<file path="src/hdl/pav_pkg.sv">
// ----------------------------------------------------------------------------
// pav_pkg
// Types and constants shared by the ACL blob validator modules.
// ----------------------------------------------------------------------------
package pav_pkg;

    localparam int unsigned TOTAL_W = 13;

    localparam logic [7:0]  ACL_VERSION = 8'h02;
    localparam logic [7:0]  ALL_ONES_B  = 8'hFF;

    localparam logic [15:0] TAG_USER_OBJ  = 16'h0001;
    localparam logic [15:0] TAG_USER      = 16'h0002;
    localparam logic [15:0] TAG_GROUP_OBJ = 16'h0004;
    localparam logic [15:0] TAG_GROUP     = 16'h0008;
    localparam logic [15:0] TAG_MASK      = 16'h0010;
    localparam logic [15:0] TAG_OTHER     = 16'h0020;

    localparam logic [1:0] HDR_LAST_IDX = 2'd3;
    localparam logic [2:0] PH_TAG_LO    = 3'd0;
    localparam logic [2:0] PH_TAG_HI    = 3'd1;
    localparam logic [2:0] PH_ID_FIRST  = 3'd4;
    localparam logic [2:0] PH_LAST      = 3'd7;

    typedef enum logic [3:0] {
        ST_OK           = 4'd0,
        ST_SHORT        = 4'd1,
        ST_VERSION      = 4'd2,
        ST_USER_NOID    = 4'd3,
        ST_GROUP_NOID   = 4'd4,
        ST_BADTAG       = 4'd5,
        ST_USER_OBJ     = 4'd6,
        ST_GROUP_OBJ    = 4'd7,
        ST_OTHER        = 4'd8,
        ST_MASK_MISSING = 4'd9,
        ST_MANY_MASKS   = 4'd10
    } t_status;

    typedef struct packed {
        logic [7:0] data_byte;
        logic       last_byte;
    } t_in_word;

    typedef struct packed {
        logic [3:0]         status;
        logic [TOTAL_W-1:0] entry_total;
    } t_res_word;

    // Events raised by the byte tracker for the current byte
    typedef struct packed {
        logic        hdr_end;    // fourth header byte
        logic        ver_bad;    // version word is not 2
        logic        short_blob; // last byte inside the header
        logic        entry_end;  // final byte of an entry
        logic [15:0] tag;
        logic        id_none;    // id is all ones
    } t_parse_ev;

endpackage

</file>
<file path="src/hdl/pav_chan_if.sv">
// ----------------------------------------------------------------------------
// pav_chan_if
// Valid/ready channel carrying one word of a given payload type.
// ----------------------------------------------------------------------------
interface pav_chan_if #(
    parameter type T = logic
);
    logic valid;
    logic ready;
    T     data;

    modport source (output valid, output data, input ready);
    modport sink   (input valid, input data, output ready);
endinterface

</file>
<file path="src/hdl/pav_parse.sv">
// ----------------------------------------------------------------------------
// pav_parse
// Byte position tracker: assembles header and entry fields.
// ----------------------------------------------------------------------------
module pav_parse (
    input  logic                i_clk,
    input  logic                i_rst_n,
    input  logic                i_step,
    input  pav_pkg::t_in_word   i_word,
    output pav_pkg::t_parse_ev  o_ev
);
    import pav_pkg::*;

    logic        r_hdr_done, n_hdr_done;
    logic [1:0]  r_hdr_cnt, n_hdr_cnt;
    logic [2:0]  r_phase, n_phase;
    logic        r_ver_ok, n_ver_ok;
    logic [15:0] r_tag, n_tag;
    logic        r_id_ones, n_id_ones;

    logic        ver_byte_ok;
    logic        byte_ones;

    always_comb begin
        ver_byte_ok = (r_hdr_cnt == 2'd0) ? (i_word.data_byte == ACL_VERSION)
                                          : (i_word.data_byte == 8'd0);
        byte_ones   = (i_word.data_byte == ALL_ONES_B);

        n_hdr_done = r_hdr_done;
        n_hdr_cnt  = r_hdr_cnt;
        n_phase    = r_phase;
        n_ver_ok   = r_ver_ok;
        n_tag      = r_tag;
        n_id_ones  = r_id_ones;

        o_ev            = '0;
        o_ev.tag        = r_tag;
        o_ev.id_none    = r_id_ones & byte_ones;

        if (!r_hdr_done) begin
            n_ver_ok        = r_ver_ok & ver_byte_ok;
            o_ev.ver_bad    = !n_ver_ok;
            o_ev.hdr_end    = (r_hdr_cnt == HDR_LAST_IDX);
            o_ev.short_blob = (r_hdr_cnt != HDR_LAST_IDX) && i_word.last_byte;
            n_hdr_cnt       = r_hdr_cnt + 2'd1;
            n_hdr_done      = (r_hdr_cnt == HDR_LAST_IDX);
        end else begin
            if (r_phase == PH_TAG_LO) begin
                n_tag = {8'd0, i_word.data_byte};
            end else if (r_phase == PH_TAG_HI) begin
                n_tag = {i_word.data_byte, r_tag[7:0]};
            end
            if (r_phase == PH_ID_FIRST) begin
                n_id_ones = byte_ones;
            end else if (r_phase > PH_ID_FIRST) begin
                n_id_ones = r_id_ones & byte_ones;
            end
            o_ev.entry_end = (r_phase == PH_LAST);
            n_phase        = r_phase + 3'd1;
        end

        // clear all parse state on the final byte of a blob
        if (i_word.last_byte) begin
            n_hdr_done = 1'b0;
            n_hdr_cnt  = 2'd0;
            n_phase    = 3'd0;
            n_ver_ok   = 1'b1;
            n_tag      = '0;
            n_id_ones  = 1'b1;
        end
    end

    always_ff @(posedge i_clk) begin
        if (!i_rst_n) begin
            r_hdr_done <= 1'b0;
            r_hdr_cnt  <= 2'd0;
            r_phase    <= 3'd0;
            r_ver_ok   <= 1'b1;
            r_tag      <= '0;
            r_id_ones  <= 1'b1;
        end else if (i_step) begin
            r_hdr_done <= n_hdr_done;
            r_hdr_cnt  <= n_hdr_cnt;
            r_phase    <= n_phase;
            r_ver_ok   <= n_ver_ok;
            r_tag      <= n_tag;
            r_id_ones  <= n_id_ones;
        end
    end

endmodule

</file>
<file path="src/hdl/pav_tally.sv">
// ----------------------------------------------------------------------------
// pav_tally
// Entry checks, saturating tag counts and final status of a blob.
// ----------------------------------------------------------------------------
module pav_tally #(
    parameter int unsigned ENTRY_CAP = 8191
) (
    input  logic                i_clk,
    input  logic                i_rst_n,
    input  logic                i_step,
    input  logic                i_last,
    input  pav_pkg::t_parse_ev  i_ev,
    output pav_pkg::t_res_word  o_res
);
    import pav_pkg::*;

    localparam int unsigned CNT_W = $clog2(ENTRY_CAP + 1);

    logic [1:0]       r_uobj_cnt, n_uobj_cnt;
    logic [1:0]       r_gobj_cnt, n_gobj_cnt;
    logic [1:0]       r_other, n_other;
    logic [1:0]       r_mask, n_mask;
    logic             r_named, n_named;
    t_status          r_err, n_err;
    logic [CNT_W-1:0] r_entries, n_entries;
    t_status          fin;

    function automatic logic [1:0] sat_inc(input logic [1:0] c);
        return (c == 2'd3) ? 2'd3 : c + 2'd1;
    endfunction

    always_comb begin
        n_uobj_cnt  = r_uobj_cnt;
        n_gobj_cnt  = r_gobj_cnt;
        n_other     = r_other;
        n_mask      = r_mask;
        n_named     = r_named;
        n_err       = r_err;
        n_entries   = r_entries;

        if (i_ev.hdr_end && i_ev.ver_bad && r_err == ST_OK) begin
            n_err = ST_VERSION;
        end

        if (i_ev.entry_end) begin
            if (r_entries != CNT_W'(ENTRY_CAP)) begin
                n_entries = r_entries + CNT_W'(1);
            end
            // keep the first error: later entries are only counted
            if (r_err == ST_OK) begin
                case (i_ev.tag)
                    TAG_USER_OBJ:  n_uobj_cnt = sat_inc(r_uobj_cnt);
                    TAG_USER: begin
                        if (i_ev.id_none) n_err = ST_USER_NOID;
                        else              n_named = 1'b1;
                    end
                    TAG_GROUP_OBJ: n_gobj_cnt = sat_inc(r_gobj_cnt);
                    TAG_GROUP: begin
                        if (i_ev.id_none) n_err = ST_GROUP_NOID;
                        else              n_named = 1'b1;
                    end
                    TAG_MASK:      n_mask = sat_inc(r_mask);
                    TAG_OTHER:     n_other = sat_inc(r_other);
                    default:       n_err = ST_BADTAG;
                endcase
            end
        end

        if (n_err != ST_OK)                      fin = n_err;
        else if (n_uobj_cnt != 2'd1)             fin = ST_USER_OBJ;
        else if (n_gobj_cnt != 2'd1)             fin = ST_GROUP_OBJ;
        else if (n_other != 2'd1)                fin = ST_OTHER;
        else if (n_named && n_mask != 2'd1)      fin = ST_MASK_MISSING;
        else if (n_mask > 2'd1)                  fin = ST_MANY_MASKS;
        else                                     fin = ST_OK;

        if (i_ev.short_blob) begin
            o_res.status      = ST_SHORT;
            o_res.entry_total = '0;
        end else begin
            o_res.status      = fin;
            o_res.entry_total = TOTAL_W'(n_entries);
        end
    end

    always_ff @(posedge i_clk) begin
        if (!i_rst_n || (i_step && i_last)) begin
            r_uobj_cnt  <= 2'd0;
            r_gobj_cnt  <= 2'd0;
            r_other     <= 2'd0;
            r_mask      <= 2'd0;
            r_named     <= 1'b0;
            r_err       <= ST_OK;
            r_entries   <= '0;
        end else if (i_step) begin
            r_uobj_cnt  <= n_uobj_cnt;
            r_gobj_cnt  <= n_gobj_cnt;
            r_other     <= n_other;
            r_mask      <= n_mask;
            r_named     <= n_named;
            r_err       <= n_err;
            r_entries   <= n_entries;
        end
    end

endmodule

</file>
<file path="src/hdl/posix_acl_blob_validator.sv">
// Path: the last byte of a blob is accepted into the input register; its result
//   word then goes into the result register and appears on o_res_if.
// Throughput: one byte per cycle; the per-byte check sits between the input
//   register and the result register, and a waiting result stalls only the
//   next last byte.
// Reset: synchronous, active low; clears all blob state and both valids.
// ----------------------------------------------------------------------------
// posix_acl_blob_validator
// Checks a POSIX ACL xattr blob, one byte per word, and reports one status.
// ----------------------------------------------------------------------------
module posix_acl_blob_validator #(
    parameter int unsigned MAX_ENTRIES = 8191
) (
    input  logic              i_clk,
    input  logic              i_rst_n,
    pav_chan_if.sink          i_byte_if,
    pav_chan_if.source        o_res_if
);
    import pav_pkg::*;

    localparam int unsigned ENTRY_CAP = (MAX_ENTRIES < 8191) ? MAX_ENTRIES : 8191;

    logic      r_in_valid;
    t_in_word  r_in_word;
    logic      r_out_valid;
    t_res_word r_out_word;

    logic      advance;
    logic      step;
    t_parse_ev ev;
    t_res_word res;

    // a byte without the last mark never needs the result register
    assign advance = !r_in_word.last_byte || !r_out_valid || o_res_if.ready;
    assign step    = r_in_valid && advance;

    assign i_byte_if.ready = !r_in_valid || advance;
    assign o_res_if.valid  = r_out_valid;
    assign o_res_if.data   = r_out_word;

    always_ff @(posedge i_clk) begin
        if (!i_rst_n) begin
            r_in_valid <= 1'b0;
        end else if (i_byte_if.ready) begin
            r_in_valid <= i_byte_if.valid;
        end
    end

    always_ff @(posedge i_clk) begin
        if (i_byte_if.ready && i_byte_if.valid) begin
            r_in_word <= i_byte_if.data;
        end
    end

    pav_parse u_parse (
        .i_clk   (i_clk),
        .i_rst_n (i_rst_n),
        .i_step  (step),
        .i_word  (r_in_word),
        .o_ev    (ev)
    );

    pav_tally #(
        .ENTRY_CAP (ENTRY_CAP)
    ) u_tally (
        .i_clk   (i_clk),
        .i_rst_n (i_rst_n),
        .i_step  (step),
        .i_last  (r_in_word.last_byte),
        .i_ev    (ev),
        .o_res   (res)
    );

    always_ff @(posedge i_clk) begin
        if (!i_rst_n) begin
            r_out_valid <= 1'b0;
        end else if (step && r_in_word.last_byte) begin
            r_out_valid <= 1'b1;
        end else if (o_res_if.ready) begin
            r_out_valid <= 1'b0;
        end
    end

    always_ff @(posedge i_clk) begin
        if (step && r_in_word.last_byte) begin
            r_out_word <= res;
        end
    end

endmodule

</file>
<file path="src/flat_wrapper.sv">
// flat-port wrapper written by rule: the top's interface ports become plain ports
module posix_acl_blob_validator_flat import pav_pkg::*;
#(
    parameter int unsigned MAX_ENTRIES = 8191
)
  (i_clk, i_rst_n, i_byte_if_valid, i_byte_if_data, i_byte_if_ready, o_res_if_valid, o_res_if_data, o_res_if_ready);
  pav_chan_if #(.T(t_in_word)) i_byte_if_i ();
  pav_chan_if #(.T(t_res_word)) o_res_if_i ();
  input  logic i_clk;
  input  logic i_rst_n;
  input wire logic [$bits(i_byte_if_i.valid)-1:0] i_byte_if_valid;
  input wire logic [$bits(i_byte_if_i.data)-1:0] i_byte_if_data;
  output wire logic [$bits(i_byte_if_i.ready)-1:0] i_byte_if_ready;
  output wire logic [$bits(o_res_if_i.valid)-1:0] o_res_if_valid;
  output wire logic [$bits(o_res_if_i.data)-1:0] o_res_if_data;
  input wire logic [$bits(o_res_if_i.ready)-1:0] o_res_if_ready;
  assign i_byte_if_i.valid = i_byte_if_valid;
  assign i_byte_if_i.data = i_byte_if_data;
  assign i_byte_if_ready = i_byte_if_i.ready;
  assign o_res_if_valid = o_res_if_i.valid;
  assign o_res_if_data = o_res_if_i.data;
  assign o_res_if_i.ready = o_res_if_ready;
  posix_acl_blob_validator #(.MAX_ENTRIES(MAX_ENTRIES)) u_core (.i_clk(i_clk), .i_rst_n(i_rst_n), .i_byte_if(i_byte_if_i), .o_res_if(o_res_if_i));
endmodule
</file>
<file path="config.mk">
export PLATFORM = sky130hd
export DESIGN_NAME = posix_acl_blob_validator_flat
export DESIGN_NICKNAME = d
export VERILOG_FILES = /design/src/hdl/pav_pkg.sv /design/src/hdl/pav_chan_if.sv /design/src/hdl/pav_parse.sv /design/src/hdl/pav_tally.sv /design/src/hdl/posix_acl_blob_validator.sv /design/src/flat_wrapper.sv
export SDC_FILE = /design/constraint.sdc
export NUM_CORES = 1
export LEC_CHECK = 0
export BUFFER_PORTS_ARGS = -buffer_cell sky130_fd_sc_hd__buf_4
export CAP_MARGIN = 10
export CORE_MARGIN = 2
export CORE_UTILIZATION = 44
export CTS_CLUSTER_SIZE = 8
export DETAILED_ROUTE_END_ITERATION = 6
export HOLD_SLACK_MARGIN = 0.15
export PLACE_DENSITY = 0.68
export SLEW_MARGIN = 20
export SYNTH_ARGS = -nofsm -noshare
export SYNTH_HDL_FRONTEND = slang
export SYNTH_SLANG_ARGS = --single-unit
</file>
<file path="constraint.sdc">
create_clock -name i_clk -period 2.2 [get_ports i_clk]
set_input_delay 0.44 -clock i_clk [delete_from_list [all_inputs] [get_ports i_clk]]
set_output_delay 0.44 -clock i_clk [all_outputs]
set_load 0.02 [all_outputs]
</file>
==> flow_summary.yaml <==
logic_synthesis:
  syn_area_per_cell_sq_um: 9.38
  synth_largest_type_area_fraction_pct: 28.3
  post_synth_main_area_contributors: "sky130_fd_sc_hd__dfxtp_1 28%, sky130_fd_sc_hd__edfxtp_1 21%, sky130_fd_sc_hd__nor2_1 4.8%, sky130_fd_sc_hd__xor2_1 4.0%, sky130_fd_sc_hd__nand3_1 3.4%"
  synth_enable_flop_cells: 26
  synth_area_sq_um: 3680
  post_synth_inst_count: 393
  proportion_of_synthesized_chip_area_in_sequential_cells_pct: 49.4
  synth.ff_latch_count: 78
  yosys_warnings: 0
  synth_flop_cell: "sky130_fd_sc_hd__dfxtp_1"
  synth.net_count: 412
  synth-async-reset-ratio_pct: 0
  synth.largest_area_cell: "sky130_fd_sc_hd__dfxtp_1"
  library_cells_used_by_synthesis: 55
run_status:
  run_status: "finished with violations"
  failed_checks: "setup timing"
routing:
  final_antenna_net_count: 0
  topRoutingLayerUsed: "met4"
  met2_length_um: 3990
  post_route_m1_wl_um: 3570
  route.final.wire_length_um: 7980
  drt-pass1-iter-count: 4
  met3_wirelength_um: 300
  detail_route.drc_violations: 0
  post_drt_via_cell_ratio: 5.35
  wirelength_per_cell_um: 14.1
  count_of_vias_placed_by_the_detailed_router: 3032
  drt-initial-drc-count: 149
sta:
  setup_violations: 6
  timing_hold_violations_final: 0
  fin_worst_skew_ns: 0.0152
  slew_headroom_pct: 52.5
  max_freq_ghz: 0.433
  fin_ws_ns: -0.107
  rsz0062_at_grt: "yes"
  worst-slew-pin-transition_ns: 0.712
  period_share_pct: 105
  finalWorstPathRequiredPeriod_ns: 2.31
  timing.final.max_slew_violations: 0
cells_and_area:
  final_cell_mix: "73 x sky130_fd_sc_hd__buf_4, 51 x sky130_fd_sc_hd__dfxtp_1, 46 x sky130_fd_sc_hd__nor2_1, 31 x sky130_fd_sc_hd__nand2_1, 26 x sky130_fd_sc_hd__edfxtp_1"
  mostFrequentLayoutCell: "sky130_fd_sc_hd__buf_4"
  layout-area-overhead-vs-synth_pct: 24.5
  finalInstanceArea_sq_um: 4590
  fillerInstances: 757
  design.final.nets: 476
  diodes: 0
  drive_above_1_share_pct: 24.5
placement:
  detailedPlace.worstSlack_ns: -0.228
  buffer_ports.inserted: 31
  placed_cell_area_sq_um: 4260
  detailed_place_hpwl_um: 5820
  gp_congestion: 0.909
worst_hold_path:
  worst_hold_path_type: "in2reg"
  hold_depth: 1
die:
  die_w_um: 95.5
  dieHeight_um: 95.5
  fp.dieArea_sq_um: 9120
  core_sq_um: 8180
  std_cell_rows: 33
  pin_count: 32
  starting_density_of_the_core_pct: 45.1
clock_network:
  tritoncts: "done"
  ctsRootBufferMaster: "sky130_fd_sc_hd__clkbuf_8"
  h-tree-depth: 3
  clock_sinks: 78
  clk_buf_depth: 2
  ctsHoldBuffers: 0
  numCtsBuffers: 9
  clock_slew_at_reported_path_ffs_ns: 0.08
  worst_skew_late_latency_ns: 0.35
critical_path:
  worstPathArrival_ns: 2.40
  timing.critical_path.fanout_max: 5
  reg2reg_depth: 7
  class_of_the_most_critical_setup_path: "reg2reg"
  timing.critical_path.from_type: "flip-flop"
  cp-end-kind: "flip-flop"
  worstPathRequired_ns: 2.30
grt:
  first_global_vias: 2989
  gr_util_all_layers_pct: 19.5
  grt_first_pass_wirelength_um: 13900
  antenna_found_initial: 0
  grt_max_degree: 29
  grt_residual_overflow: 0
power_and_ir_drop:
  power.density_cell_area_nw_per_um2: 580
  vdd_drop_max_mv: 0.431
  leakage_uw: 0.00176
job:
  cap_violations: 0
registers in the layout (all words and copies together), names as in the netlist, 3 cells and up:
signal	count
u_core.o_res_if.data	17
u_core.u_tally.r_err	4
u_core.r_in_word	9
u_core.u_tally.r_entries	13
u_core.u_parse.r_phase	3
u_core.u_parse.r_tag	16
power by group:
part	leakage [uW]	switching (uW)	internal, uW
logic	0.000971	97.9	68.3
clock network	0.0000925	493	478
registers	0.000692	18.8	1510
synth_stat cells, drive strengths merged, types with 2 or more instances:
library cell	number
a21oi	20
a311oi	2
nor2b	20
dfxtp	52
edfxtp	26
a211oi	2
buf	2
and2	2
nor4	6
and3	9
a31oi	6
xnor2	6
nand2	32
nor2	48
o21a	3
a21boi	9
o21ai	8
nor3b	2
nand2b	2
nand4	2
nand3	25
nor3	20
or3	6
nor4b	4
xor2	17
ha	6
o31ai	2
a22oi	8
clkbuf	18
inv	9
o21bai	2
mux2i	3
worst paths after layout:
| path | start | end | slack [ns] |
|---|---|---|---|
| hold / removal | i_byte_if_data[7] | u_core.r_in_word[7] | 0.27 |
| hold reg to reg | u_core.u_parse.r_tag[12] | u_core.u_parse.r_tag[12] | 0.47 |
| setup reg to reg | u_core.u_tally.r_err[2] | u_core.o_res_if.data[16] | -0.11 |
| setup / recovery | u_core.u_tally.r_err[2] | u_core.o_res_if.data[16] | -0.11 |
routing by layer:
metal / track usage (%) / vias up
met2: 33.1 / 65
met5: 0 / -
met1: 24.3 / 1421
met4: 7.14 / 0
met3: 4.19 / 12
li1: - / 1534
per-stage QoR:
step / hold WS (ns) / power, uW / TNS, ns / instances / util [%]
3_3_place_gp: 0.445 / 1710 / -0.382 / 548 / 52.2
6_report: 0.268 / 2660 / -0.419 / 567 / 56.1
4_1_cts: 0.247 / 2690 / -0.412 / 565 / 55.4
3_5_place_dp: 0.455 / 1720 / -0.959 / 548 / 52.2
5_1_grt: 0.239 / 2780 / -1.36 / 567 / 56.1
2_1_floorplan: 0.431 / 1650 / -0.242 / 393 / -
cell families (layout without fill, tap and decap cells):
| family | after synthesis | in the layout | synth area share (%) |
|---|---|---|---|
| simple gates | 185 | 185 | 26.2 |
| flops | 78 | 78 | 49.4 |
| compound gates | 69 | 69 | 12.9 |
| buf+inv | 29 | 98 | 3.16 |
| xor+xnor | 23 | 23 | 5.47 |
| fa+ha+maj | 6 | 6 | 2.04 |
| mux | 3 | 3 | 0.815 |
timing repair:
action	4_1_cts	5_1_grt
endpoints found under the hold margin	0	0
cloned	0	0
pin swaps	5	4
setup endpoints to repair	10	26
buffers inserted	1	2
resized for setup	16	8
critical path, stage by stage, from the launching register on:
cell and delay (ns):
sky130_fd_sc_hd__dfxtp_2 0.32, sky130_fd_sc_hd__or4_4 0.53, sky130_fd_sc_hd__or3_4 0.39, sky130_fd_sc_hd__or2_4 0.29, sky130_fd_sc_hd__o31ai_4 0.20, sky130_fd_sc_hd__nor3_2 0.08, sky130_fd_sc_hd__a31oi_1 0.18, sky130_fd_sc_hd__a311oi_1 0.07
layout make-up:
class | instances | area, sq um | area share, %
clock buffer | 13 | 160 | 3.49
clock inverter | 3 | 18.8 | 0.409
inverter | 9 | 33.8 | 0.736
multi-input combinational | 286 | 1870 | 40.8
sequential | 78 | 1820 | 39.7
tap | 105 | 131 | 2.86
timing repair buffer | 73 | 548 | 11.9
(Power assumes the default switching activity.)
